### src/satq_pkg.sv
// Shared types, codes and constants of the sorted alarm timer queue.
package satq_pkg;

  localparam int unsigned QUEUE_DEPTH = 16;
  localparam int unsigned TIME_BITS   = 48;
  localparam int unsigned TAG_BITS    = 16;
  localparam int unsigned DELAY_BITS  = 32;
  localparam int unsigned CSLOT_BITS  = 4;
  localparam int unsigned SLOT_OUT_W  = 4;
  localparam int unsigned LATE_BITS   = 31;
  localparam int unsigned MAX_RESULTS = 16;
  localparam int unsigned NRES_W      = $clog2(MAX_RESULTS + 1);

  localparam logic [1:0] REQ_ADD    = 2'd0;
  localparam logic [1:0] REQ_TICK   = 2'd1;
  localparam logic [1:0] REQ_CANCEL = 2'd2;

  localparam logic [2:0] KIND_ADDED  = 3'd0;
  localparam logic [2:0] KIND_FULL   = 3'd1;
  localparam logic [2:0] KIND_FIRED  = 3'd2;
  localparam logic [2:0] KIND_NONE   = 3'd3;
  localparam logic [2:0] KIND_CANCEL = 3'd4;

  typedef struct packed {
    logic [1:0]                   req_type;
    logic [TIME_BITS-1:0]         now_ms;
    logic signed [DELAY_BITS-1:0] offset_ms;
    logic [TAG_BITS-1:0]          tag;
    logic [CSLOT_BITS-1:0]        cancel_slot;
  } satq_req_t;

  typedef struct packed {
    logic [2:0]            kind;
    logic [SLOT_OUT_W-1:0] slot;
    logic [TAG_BITS-1:0]   fired_tag;
    logic [LATE_BITS-1:0]  lateness_ms;
    logic                  last;
  } satq_res_t;

  typedef enum logic [3:0] {
    OP_NONE,
    OP_LOAD,
    OP_FREE_STEP,
    OP_WALK_INIT,
    OP_ORD_READ,
    OP_DL_READ,
    OP_WALK_CMP,
    OP_PLACE,
    OP_CANCEL,
    OP_HEAD_READ,
    OP_TICK_EVAL,
    OP_EMIT
  } satq_op_e;

  typedef enum logic [1:0] {
    SEL_ADDED,
    SEL_FULL,
    SEL_CANCEL,
    SEL_TICK_END
  } satq_sel_e;

  typedef enum logic [3:0] {
    ST_IDLE,
    ST_FREE,
    ST_WINIT,
    ST_WORD,
    ST_WDL,
    ST_WCMP,
    ST_PLACE,
    ST_CANCEL,
    ST_TCHK,
    ST_TDL,
    ST_TEVAL,
    ST_EMIT
  } satq_state_e;

  typedef struct packed {
    satq_op_e  op;
    satq_sel_e sel;
  } satq_cmd_t;

  typedef struct packed {
    logic full;
    logic empty;
    logic free_hit;
    logic walk_move;
    logic walk_first;
    logic res_limit;
    logic head_del;
    logic head_due;
    logic pend_valid;
    logic out_free;
  } satq_status_t;

endpackage

### src/satq_ram.sv
// Generic single-write, single-read RAM with registered read data.
module satq_ram #(
  parameter int unsigned WIDTH = 8,
  parameter int unsigned DEPTH = 16
) (
  input  logic                     clk_i,
  input  logic                     we_i,
  input  logic [$clog2(DEPTH)-1:0] waddr_i,
  input  logic [WIDTH-1:0]         wdata_i,
  input  logic                     re_i,
  input  logic [$clog2(DEPTH)-1:0] raddr_i,
  output logic [WIDTH-1:0]         rdata_o
);

  logic [WIDTH-1:0] mem_q [DEPTH];
  logic [WIDTH-1:0] rdata_q;

  always_ff @(posedge clk_i) begin
    if (we_i) begin
      mem_q[waddr_i] <= wdata_i;
    end
    if (re_i) begin
      rdata_q <= mem_q[raddr_i];
    end
  end

  assign rdata_o = rdata_q;

endmodule

### src/satq_ctrl.sv
// Controller state machine sequencing add, tick and cancel requests.
module satq_ctrl (
  input  logic                   clk_i,
  input  logic                   rst_ni,
  input  logic                   in_valid_i,
  input  logic [1:0]             req_type_i,
  input  satq_pkg::satq_status_t status_i,
  output logic                   in_stall_o,
  output satq_pkg::satq_cmd_t    cmd_o
);
  import satq_pkg::*;

  satq_state_e state_q, state_d;
  satq_sel_e   sel_q, sel_d;

  always_ff @(posedge clk_i or negedge rst_ni) begin
    if (!rst_ni) begin
      state_q <= ST_IDLE;
      sel_q   <= SEL_ADDED;
    end else begin
      state_q <= state_d;
      sel_q   <= sel_d;
    end
  end

  always_comb begin
    state_d   = state_q;
    sel_d     = sel_q;
    cmd_o.op  = OP_NONE;
    cmd_o.sel = sel_q;
    case (state_q)
      ST_IDLE: begin
        if (in_valid_i) begin
          cmd_o.op = OP_LOAD;
          case (req_type_i)
            REQ_ADD: begin
              if (status_i.full) begin
                sel_d   = SEL_FULL;
                state_d = ST_EMIT;
              end else begin
                state_d = ST_FREE;
              end
            end
            REQ_TICK:   state_d = ST_TCHK;
            REQ_CANCEL: state_d = ST_CANCEL;
            default:    state_d = ST_IDLE;
          endcase
        end
      end
      ST_FREE: begin
        cmd_o.op = OP_FREE_STEP;
        if (status_i.free_hit) begin
          state_d = ST_WINIT;
        end
      end
      ST_WINIT: begin
        cmd_o.op = OP_WALK_INIT;
        state_d  = status_i.empty ? ST_PLACE : ST_WORD;
      end
      ST_WORD: begin
        cmd_o.op = OP_ORD_READ;
        state_d  = ST_WDL;
      end
      ST_WDL: begin
        cmd_o.op = OP_DL_READ;
        state_d  = ST_WCMP;
      end
      ST_WCMP: begin
        cmd_o.op = OP_WALK_CMP;
        if (status_i.walk_move && !status_i.walk_first) begin
          state_d = ST_WORD;
        end else begin
          state_d = ST_PLACE;
        end
      end
      ST_PLACE: begin
        cmd_o.op = OP_PLACE;
        sel_d    = SEL_ADDED;
        state_d  = ST_EMIT;
      end
      ST_CANCEL: begin
        cmd_o.op = OP_CANCEL;
        sel_d    = SEL_CANCEL;
        state_d  = ST_EMIT;
      end
      ST_TCHK: begin
        if (status_i.empty || status_i.res_limit) begin
          sel_d   = SEL_TICK_END;
          state_d = ST_EMIT;
        end else begin
          cmd_o.op = OP_HEAD_READ;
          state_d  = ST_TDL;
        end
      end
      ST_TDL: begin
        cmd_o.op = OP_DL_READ;
        state_d  = ST_TEVAL;
      end
      ST_TEVAL: begin
        cmd_o.op = OP_TICK_EVAL;
        if (status_i.head_del) begin
          state_d = ST_TCHK;
        end else if (!status_i.head_due) begin
          sel_d   = SEL_TICK_END;
          state_d = ST_EMIT;
        end else if (status_i.pend_valid && !status_i.out_free) begin
          state_d = ST_TEVAL;
        end else begin
          state_d = ST_TCHK;
        end
      end
      ST_EMIT: begin
        if (status_i.out_free) begin
          cmd_o.op = OP_EMIT;
          state_d  = ST_IDLE;
        end
      end
      default: state_d = ST_IDLE;
    endcase
  end

  assign in_stall_o = (state_q != ST_IDLE);

endmodule

### src/satq_dp.sv
// Datapath: slot storage, circular order list, walk registers and result register.
module satq_dp #(
  parameter int unsigned QUEUE_DEPTH = satq_pkg::QUEUE_DEPTH
) (
  input  logic                   clk_i,
  input  logic                   rst_ni,
  input  satq_pkg::satq_req_t    in_req_i,
  input  satq_pkg::satq_cmd_t    cmd_i,
  output satq_pkg::satq_status_t status_o,
  input  logic                   out_stall_i,
  output logic                   out_valid_o,
  output satq_pkg::satq_res_t    out_res_o
);
  import satq_pkg::*;

  localparam int unsigned SLOT_W = $clog2(QUEUE_DEPTH);
  localparam int unsigned CNT_W  = $clog2(QUEUE_DEPTH + 1);
  localparam int unsigned DL_W   = TIME_BITS + TAG_BITS;
  localparam logic [SLOT_W:0] QD_EXT = (SLOT_W + 1)'(QUEUE_DEPTH);

  function automatic logic [SLOT_W-1:0] wrap_pos(input logic [SLOT_W-1:0] base,
                                                 input logic [SLOT_W-1:0] off);
    logic [SLOT_W:0] sum;
    sum = {1'b0, base} + {1'b0, off};
    if (sum >= QD_EXT) begin
      sum = sum - QD_EXT;
    end
    return sum[SLOT_W-1:0];
  endfunction

  // request registers
  logic [TIME_BITS-1:0]  now_q, now_d;
  logic [TIME_BITS-1:0]  dl_q, dl_d;
  logic [TAG_BITS-1:0]   tag_q, tag_d;
  logic [CSLOT_BITS-1:0] cs_q, cs_d;

  // walk and queue registers
  logic [SLOT_W-1:0]     slot_q, slot_d;
  logic [SLOT_W-1:0]     k_q, k_d;
  logic [SLOT_W-1:0]     j_q, j_d;
  logic [SLOT_W-1:0]     ins_q, ins_d;
  logic [SLOT_W-1:0]     t_q, t_d;
  logic [SLOT_W-1:0]     head_q, head_d;
  logic [CNT_W-1:0]      count_q, count_d;
  logic [QUEUE_DEPTH-1:0] in_use_q, in_use_d;
  logic [QUEUE_DEPTH-1:0] del_q, del_d;
  logic [NRES_W-1:0]     n_q, n_d;

  // pending fired result and output register
  logic                  pend_valid_q, pend_valid_d;
  logic [SLOT_W-1:0]     pend_slot_q, pend_slot_d;
  logic [TAG_BITS-1:0]   pend_tag_q, pend_tag_d;
  logic [LATE_BITS-1:0]  pend_late_q, pend_late_d;
  logic                  out_valid_q, out_valid_d;
  satq_res_t             out_q, out_d;

  // memory ports
  logic                  ord_we, ord_re, dl_we, dl_re;
  logic [SLOT_W-1:0]     ord_waddr, ord_raddr, ord_wdata, ord_rdata;
  logic [SLOT_W-1:0]     dl_waddr, dl_raddr;
  logic [DL_W-1:0]       dl_wdata, dl_rdata;

  logic [TIME_BITS-1:0]  rd_deadline;
  logic [TAG_BITS-1:0]   rd_tag;
  logic [TIME_BITS:0]    dl_sum;
  logic [TIME_BITS-1:0]  delay_ext;
  logic [TIME_BITS-1:0]  late_diff;
  logic [LATE_BITS-1:0]  late_sat;
  logic                  out_free;
  logic                  walk_move;
  logic                  head_due;

  satq_ram #(.WIDTH(SLOT_W), .DEPTH(QUEUE_DEPTH)) u_ord_ram (
    .clk_i   (clk_i),
    .we_i    (ord_we),
    .waddr_i (ord_waddr),
    .wdata_i (ord_wdata),
    .re_i    (ord_re),
    .raddr_i (ord_raddr),
    .rdata_o (ord_rdata)
  );

  satq_ram #(.WIDTH(DL_W), .DEPTH(QUEUE_DEPTH)) u_dl_ram (
    .clk_i   (clk_i),
    .we_i    (dl_we),
    .waddr_i (dl_waddr),
    .wdata_i (dl_wdata),
    .re_i    (dl_re),
    .raddr_i (dl_raddr),
    .rdata_o (dl_rdata)
  );

  assign rd_deadline = dl_rdata[TAG_BITS +: TIME_BITS];
  assign rd_tag      = dl_rdata[TAG_BITS-1:0];

  // negative delay clamps to zero, overflow saturates
  assign delay_ext = in_req_i.offset_ms[DELAY_BITS-1] ? '0
                   : TIME_BITS'(unsigned'(in_req_i.offset_ms));
  assign dl_sum    = {1'b0, in_req_i.now_ms} + {1'b0, delay_ext};

  assign late_diff = now_q - rd_deadline;
  assign late_sat  = (|late_diff[TIME_BITS-1:LATE_BITS]) ? '1 : late_diff[LATE_BITS-1:0];

  assign out_free  = !out_valid_q || !out_stall_i;
  assign walk_move = (dl_q <= rd_deadline);
  assign head_due  = (now_q >= rd_deadline);

  always_comb begin
    now_d        = now_q;
    dl_d         = dl_q;
    tag_d        = tag_q;
    cs_d         = cs_q;
    slot_d       = slot_q;
    k_d          = k_q;
    j_d          = j_q;
    ins_d        = ins_q;
    t_d          = t_q;
    head_d       = head_q;
    count_d      = count_q;
    in_use_d     = in_use_q;
    del_d        = del_q;
    n_d          = n_q;
    pend_valid_d = pend_valid_q;
    pend_slot_d  = pend_slot_q;
    pend_tag_d   = pend_tag_q;
    pend_late_d  = pend_late_q;
    out_d        = out_q;
    out_valid_d  = out_valid_q && out_stall_i;
    ord_we       = 1'b0;
    ord_waddr    = '0;
    ord_wdata    = '0;
    ord_re       = 1'b0;
    ord_raddr    = '0;
    dl_we        = 1'b0;
    dl_waddr     = '0;
    dl_wdata     = '0;
    dl_re        = 1'b0;
    dl_raddr     = '0;

    case (cmd_i.op)
      OP_LOAD: begin
        now_d        = in_req_i.now_ms;
        dl_d         = dl_sum[TIME_BITS] ? '1 : dl_sum[TIME_BITS-1:0];
        tag_d        = in_req_i.tag;
        cs_d         = in_req_i.cancel_slot;
        k_d          = '0;
        n_d          = '0;
        pend_valid_d = 1'b0;
      end
      OP_FREE_STEP: begin
        if (!in_use_q[k_q]) begin
          slot_d = k_q;
        end else begin
          k_d = k_q + 1'b1;
        end
      end
      OP_WALK_INIT: begin
        ins_d = '0;
        j_d   = SLOT_W'(count_q - 1'b1);
      end
      OP_ORD_READ: begin
        ord_re    = 1'b1;
        ord_raddr = wrap_pos(head_q, j_q);
      end
      OP_DL_READ: begin
        dl_re    = 1'b1;
        dl_raddr = ord_rdata;
        t_d      = ord_rdata;
      end
      OP_WALK_CMP: begin
        if (walk_move) begin
          // later or equal deadline moves one place toward the tail
          ord_we    = 1'b1;
          ord_waddr = wrap_pos(head_q, j_q + 1'b1);
          ord_wdata = t_q;
          if (j_q == '0) begin
            ins_d = '0;
          end else begin
            j_d = j_q - 1'b1;
          end
        end else begin
          ins_d = j_q + 1'b1;
        end
      end
      OP_PLACE: begin
        ord_we           = 1'b1;
        ord_waddr        = wrap_pos(head_q, ins_q);
        ord_wdata        = slot_q;
        dl_we            = 1'b1;
        dl_waddr         = slot_q;
        dl_wdata         = {dl_q, tag_q};
        in_use_d[slot_q] = 1'b1;
        del_d[slot_q]    = 1'b0;
        count_d          = count_q + 1'b1;
      end
      OP_CANCEL: begin
        for (int i = 0; i < QUEUE_DEPTH; i++) begin
          if ((int'(cs_q) == i) && in_use_q[i]) begin
            del_d[i] = 1'b1;
          end
        end
      end
      OP_HEAD_READ: begin
        ord_re    = 1'b1;
        ord_raddr = head_q;
      end
      OP_TICK_EVAL: begin
        if (del_q[t_q] || (head_due && (!pend_valid_q || out_free))) begin
          in_use_d[t_q] = 1'b0;
          del_d[t_q]    = 1'b0;
          head_d        = wrap_pos(head_q, SLOT_W'(1));
          count_d       = count_q - 1'b1;
        end
        if (!del_q[t_q] && head_due && (!pend_valid_q || out_free)) begin
          if (pend_valid_q) begin
            out_valid_d       = 1'b1;
            out_d.kind        = KIND_FIRED;
            out_d.slot        = SLOT_OUT_W'(pend_slot_q);
            out_d.fired_tag   = pend_tag_q;
            out_d.lateness_ms = pend_late_q;
            out_d.last        = 1'b0;
          end
          pend_valid_d = 1'b1;
          pend_slot_d  = t_q;
          pend_tag_d   = rd_tag;
          pend_late_d  = late_sat;
          n_d          = n_q + 1'b1;
        end
      end
      OP_EMIT: begin
        out_valid_d       = 1'b1;
        out_d.slot        = '0;
        out_d.fired_tag   = '0;
        out_d.lateness_ms = '0;
        out_d.last        = 1'b1;
        case (cmd_i.sel)
          SEL_ADDED: begin
            out_d.kind = KIND_ADDED;
            out_d.slot = SLOT_OUT_W'(slot_q);
          end
          SEL_FULL: begin
            out_d.kind = KIND_FULL;
          end
          SEL_CANCEL: begin
            out_d.kind = KIND_CANCEL;
            out_d.slot = cs_q;
          end
          SEL_TICK_END: begin
            if (pend_valid_q) begin
              out_d.kind        = KIND_FIRED;
              out_d.slot        = SLOT_OUT_W'(pend_slot_q);
              out_d.fired_tag   = pend_tag_q;
              out_d.lateness_ms = pend_late_q;
            end else begin
              out_d.kind = KIND_NONE;
            end
          end
          default: out_d.kind = KIND_NONE;
        endcase
        pend_valid_d = 1'b0;
      end
      default: begin
      end
    endcase
  end

  always_ff @(posedge clk_i or negedge rst_ni) begin
    if (!rst_ni) begin
      head_q       <= '0;
      count_q      <= '0;
      in_use_q     <= '0;
      del_q        <= '0;
      n_q          <= '0;
      pend_valid_q <= 1'b0;
      out_valid_q  <= 1'b0;
    end else begin
      head_q       <= head_d;
      count_q      <= count_d;
      in_use_q     <= in_use_d;
      del_q        <= del_d;
      n_q          <= n_d;
      pend_valid_q <= pend_valid_d;
      out_valid_q  <= out_valid_d;
    end
  end

  always_ff @(posedge clk_i) begin
    now_q       <= now_d;
    dl_q        <= dl_d;
    tag_q       <= tag_d;
    cs_q        <= cs_d;
    slot_q      <= slot_d;
    k_q         <= k_d;
    j_q         <= j_d;
    ins_q       <= ins_d;
    t_q         <= t_d;
    pend_slot_q <= pend_slot_d;
    pend_tag_q  <= pend_tag_d;
    pend_late_q <= pend_late_d;
    out_q       <= out_d;
  end

  assign status_o.full       = (count_q == CNT_W'(QUEUE_DEPTH));
  assign status_o.empty      = (count_q == '0);
  assign status_o.free_hit   = !in_use_q[k_q];
  assign status_o.walk_move  = walk_move;
  assign status_o.walk_first = (j_q == '0);
  assign status_o.res_limit  = (n_q == NRES_W'(MAX_RESULTS));
  assign status_o.head_del   = del_q[t_q];
  assign status_o.head_due   = head_due;
  assign status_o.pend_valid = pend_valid_q;
  assign status_o.out_free   = out_free;

  assign out_valid_o = out_valid_q;
  assign out_res_o   = out_q;

endmodule

### src/sorted_alarm_timer_queue.sv
// Top level of the sorted alarm timer queue: controller plus datapath.
//
// Requests enter on in_valid_i/in_stall_o with in_req_i: add an alarm,
// tick at the current time, or cancel a slot. Results leave on
// out_valid_o/out_stall_i with out_res_o; the final result of each request
// carries last. One request is worked on at a time; in_stall_o is high
// from the accepting edge until its last result is loaded.
// Steps per request, up to the result register being loaded: a cancel marks
// its slot for deletion if that slot is in use; an add to a full queue goes
// straight to its result; any other add scans for the lowest free slot, then
// walks from the tail of the order list, moving each later or equal deadline
// one place toward the tail until the first earlier one or the head, and then
// places the entry; a tick visits entries from the head (fired, dropped, or the
// first one not yet due), and its walk also ends on an empty queue or the
// result limit.
// Each step of a walk is one read of the order RAM then one of the slot RAM.
// A request type of 3 gives no result.
// Reset empties the queue; no clearing pass is needed. While the receiver
// stalls, the result holds and the block waits before loading the next one.
module sorted_alarm_timer_queue #(
  parameter int unsigned QUEUE_DEPTH = satq_pkg::QUEUE_DEPTH
) (
  input  logic                clk_i,
  input  logic                rst_ni,
  input  logic                in_valid_i,
  output logic                in_stall_o,
  input  satq_pkg::satq_req_t in_req_i,
  output logic                out_valid_o,
  input  logic                out_stall_i,
  output satq_pkg::satq_res_t out_res_o
);
  import satq_pkg::*;

  satq_cmd_t    cmd;
  satq_status_t status;

  satq_ctrl u_ctrl (
    .clk_i      (clk_i),
    .rst_ni     (rst_ni),
    .in_valid_i (in_valid_i),
    .req_type_i (in_req_i.req_type),
    .status_i   (status),
    .in_stall_o (in_stall_o),
    .cmd_o      (cmd)
  );

  satq_dp #(.QUEUE_DEPTH(QUEUE_DEPTH)) u_dp (
    .clk_i       (clk_i),
    .rst_ni      (rst_ni),
    .in_req_i    (in_req_i),
    .cmd_i       (cmd),
    .status_o    (status),
    .out_stall_i (out_stall_i),
    .out_valid_o (out_valid_o),
    .out_res_o   (out_res_o)
  );

endmodule

### config.mk
export PLATFORM = sky130hd
export DESIGN_NAME = sorted_alarm_timer_queue
export DESIGN_NICKNAME = d
export VERILOG_FILES = /design/src/satq_pkg.sv /design/src/satq_ram.sv /design/src/satq_ctrl.sv /design/src/satq_dp.sv /design/src/sorted_alarm_timer_queue.sv
export SDC_FILE = /design/constraint.sdc
export NUM_CORES = 2
export LEC_CHECK = 0
export ABC_AREA = 0
export CAP_MARGIN = 20
export CORE_ASPECT_RATIO = 0.7
export CORE_MARGIN = 8
export CORE_UTILIZATION = 40
export CTS_BUF_LIST = sky130_fd_sc_hd__clkbuf_8 sky130_fd_sc_hd__clkbuf_16
export CTS_CLUSTER_DIAMETER = 120
export DETAILED_ROUTE_END_ITERATION = 10
export DONT_BUFFER_PORTS = 1
export PLACE_DENSITY = 0.6
export SLEW_MARGIN = 20
export SYNTH_ARGS = -nofsm -noshare
export SYNTH_HDL_FRONTEND = slang
export SYNTH_SLANG_ARGS = --single-unit
export TNS_END_PERCENT = 5
### constraint.sdc
create_clock -name clk_i -period 8.1 [get_ports clk_i]
set_input_delay 1.62 -clock clk_i [delete_from_list [all_inputs] [get_ports clk_i]]
set_output_delay 1.62 -clock clk_i [all_outputs]
set_load 0.02 [all_outputs]
==> metrics.yaml <==
ys_types: 97
drtIter0Drc: 4140
chipWidth_um: 491
hold_path.class: "reg2reg"
fin_nets: 4102
fin_crit_sh: 0.614
slew_viol_final: 0
die_y_um: 349
fin_area_um2: 70400
postCtsSetupBuffers: 0
firstDrtPassIters: 6
status: "complete, no violations"
numPortBuffers: 0
cts_tree: "built"
ctsLongestPathBuffers: 3
setup_viol: 0
drt-vias-per-instance: 5.79
yosys.area_share.adder: 0.0303
hold_viol_final: 0
num_vias: 35253
ir_drop_mv: 0.208
hold_slack_ps: 419
antenna_found_initial: 26
ys_warn_count: 0
rows: 122
synth_compound_area_frac: 0.0573
worstPathRequired_ps: 8480
synth.area.top_cells: "edfxtp_1 66%, mux4_2 9.3%, ha_1 2.9%, dfrtp_1 2.1%, mux2i_1 2.1%"
cp_max_fo: 34
placed_area_um2: 65800
instances_no_fill: 6092
cts_buffers: 137
syn_area_um2: 63300
wl_mm: 170
worst_pin_slew_ps: 1110
synth_top_cell_by_area: "edfxtp_1"
synth_commonest_cells: "1398 x edfxtp_1, 261 x mux4_2, 173 x nand2_1"
synth-async-reset-ratio: 0.0372
clk_latency_ps: 770
cp-start-kind: "register"
syn_to_final_growth_pct: 11.2
r2r_slack_ps: 3120
dieArea_um2: 171000
synth-xor-area-share: 0.0116
yosys.area_share.simple: 0.0710
clock_sinks: 1452
synth.yosys.seq_area_share: 0.685
grt_util_all_layers: 0.192
synth-main-ff-cell: "edfxtp_1"
antenna_left: 0
yosys.area.top_type_share: 0.663
fmax_mhz: 201
cellLeakagePower_nw: 24.9
ys_ff_latch: 1452
post-dp-hpwl_mm: 106
grt_pass1_wl_mm: 245
wl_per_cell_um: 27.9
synthMuxAreaShare: 0.127
cp.arrival_ps: 5350
grt-ovfl-total: 0
drive_gt1_frac: 0.174
gp_congestion: 0.904
cts.repair.resized: 0
tns_ps: 0
drcViolationCount: 0
crit_type: "reg2reg"
synth_enable_flop_cells: 1398
htreeDepth: 4
powerDensity_nw_per_um2: 296
yosysMostFrequentCell: "edfxtp_1"
placedCellCount: 5814
post_synth.cell_area_avg_um2: 16.5
drv_cap: 0
ios: 163
finalWorstPathRequiredPeriod_ps: 4980
initial_core_util: 0.402
grt_max_degree: 116
skew_ps: 31.2
cp-end-kind: "register"
synth_fp_nets: 4086
syn-instance-count: 3830
core_area_um2: 158000
final_util: 0.447
cts_hold_buf: 0
cts-root-buf: "clkbuf_16"
first_global_vias: 33885
rsz0062_at_grt: "false"
synth_top_family_by_area: "multiplexers"
slew_headroom: 0.255
clk_pin_slew_ps: 60
==> per-layer routing <==
layer,vias to the layer above,share of wire,global-route usage
li1,15309,-,-
met3,210,0.075,0.0391
met4,12,0.021,0.0505
met1,18337,0.45,0.285
met5,-,0.00046,0
met2,1385,0.45,0.291
==> where the power goes <==
| group | switching [mW] | leakage (nW) | internal, mW |
|---|---|---|---|
| registers | 0.364 | 14.1 | 8.81 |
| logic | 3.26 | 8.52 | 1.99 |
| clock network | 2.88 | 2.28 | 3.52 |
| total | 6.50 | 24.9 | 14.3 |
==> final cells by class <==
class / count / area, um2
Timing Repair Buffer: 69 / 576
Sequential cell: 1452 / 43300
Antenna cell: 25 / 62.6
Fill cell: 13647 / 87200
Multi-Input combinational cell: 2102 / 19000
Inverter: 84 / 315
Clock buffer: 140 / 3490
Clock inverter: 112 / 940
Tap cell: 2108 / 2640
==> registers in the layout, summed over array words and instances, names as in the netlist, 5 cells and up <==
register,cells
u_dp.pend_tag_q,16
u_dp.u_ord_ram.mem_q,64
u_dp.in_use_q,16
u_dp.tag_q,16
u_dp.now_q,48
u_dp.del_q,16
u_dp.u_dl_ram.mem_q,1024
u_dp.u_dl_ram.rdata_o,64
u_dp.n_q,5
u_dp.dl_q,48
u_dp.out_res_o,55
u_dp.count_q,5
u_dp.pend_late_q,31
==> cells in the final DEF, fill, tap and decap left out, types with 9 or more instances in the layout <==
| master | count |
|---|---|
| nor4_1 | 14 |
| nor3_1 | 35 |
| and2_1 | 55 |
| a21o_1 | 53 |
| inv_1 | 113 |
| clkinv_2 | 26 |
| nand2_1 | 170 |
| a21oi_1 | 124 |
| o21ai_0 | 157 |
| nand4_1 | 57 |
| or3_1 | 15 |
| o22ai_1 | 14 |
| clkinv_1 | 25 |
| and4_1 | 9 |
| a32o_1 | 16 |
| bufinv_16 | 11 |
| diode_2 | 25 |
| clkbuf_16 | 139 |
| dfrtp_1 | 54 |
| or2_2 | 12 |
| nor2b_1 | 45 |
| and3_1 | 83 |
| o31ai_1 | 20 |
| nand3_1 | 100 |
| nand4_2 | 11 |
| nand2b_1 | 39 |
| nor2_1 | 139 |
| o21bai_1 | 14 |
| ha_1 | 145 |
| mux4_2 | 261 |
| edfxtp_1 | 1398 |
| buf_4 | 65 |
| xnor2_1 | 36 |
| o21a_1 | 22 |
| xor2_1 | 48 |
| mux2_2 | 70 |
| nor2_4 | 12 |
| mux2i_1 | 134 |
| o211ai_1 | 17 |
| a31oi_1 | 29 |
==> cell families after synthesis <==
logic type      count (synthesis)
flops                        1452
compound gates                559
fa+ha+maj                     150
simple gates                  844
xor+xnor                       84
mux                           465
buf+inv                       276
==> worst max-delay path: stages, from the launching register on <==
cell     delay, ps
dfrtp_1        800
nor2b_4        790
nand2_1        510
or3_1          640
nor2_4         590
buf_4          470
buf_4          670
==> path summary, 6_finish.rpt <==
path / startpoint / to / depth (start not counted)
setup / recovery: u_ctrl.state_q[1] / u_dp.u_dl_ram.mem_q[1][37] / 6
max in group asynchronous: rst_ni / u_dp.head_q[3] / 0
hold / removal: u_dp.u_dl_ram.rdata_o[8] / u_dp.pend_tag_q[8] / 0
hold reg to reg: u_dp.u_dl_ram.rdata_o[8] / u_dp.pend_tag_q[8] / 0
min in group asynchronous: rst_ni / u_dp.n_q[2] / 0
setup reg to reg: u_ctrl.state_q[1] / u_dp.u_dl_ram.mem_q[1][37] / 6
==> through the flow <==
step	power (mW)	setup WS, ps
after floorplan	12.9	1730
after global placement	14.5	2120
after detailed placement	14.5	2540
after CTS	20.9	3170
after global routing	21.7	2890
final	20.8	3120
(Power assumes the default switching activity.)
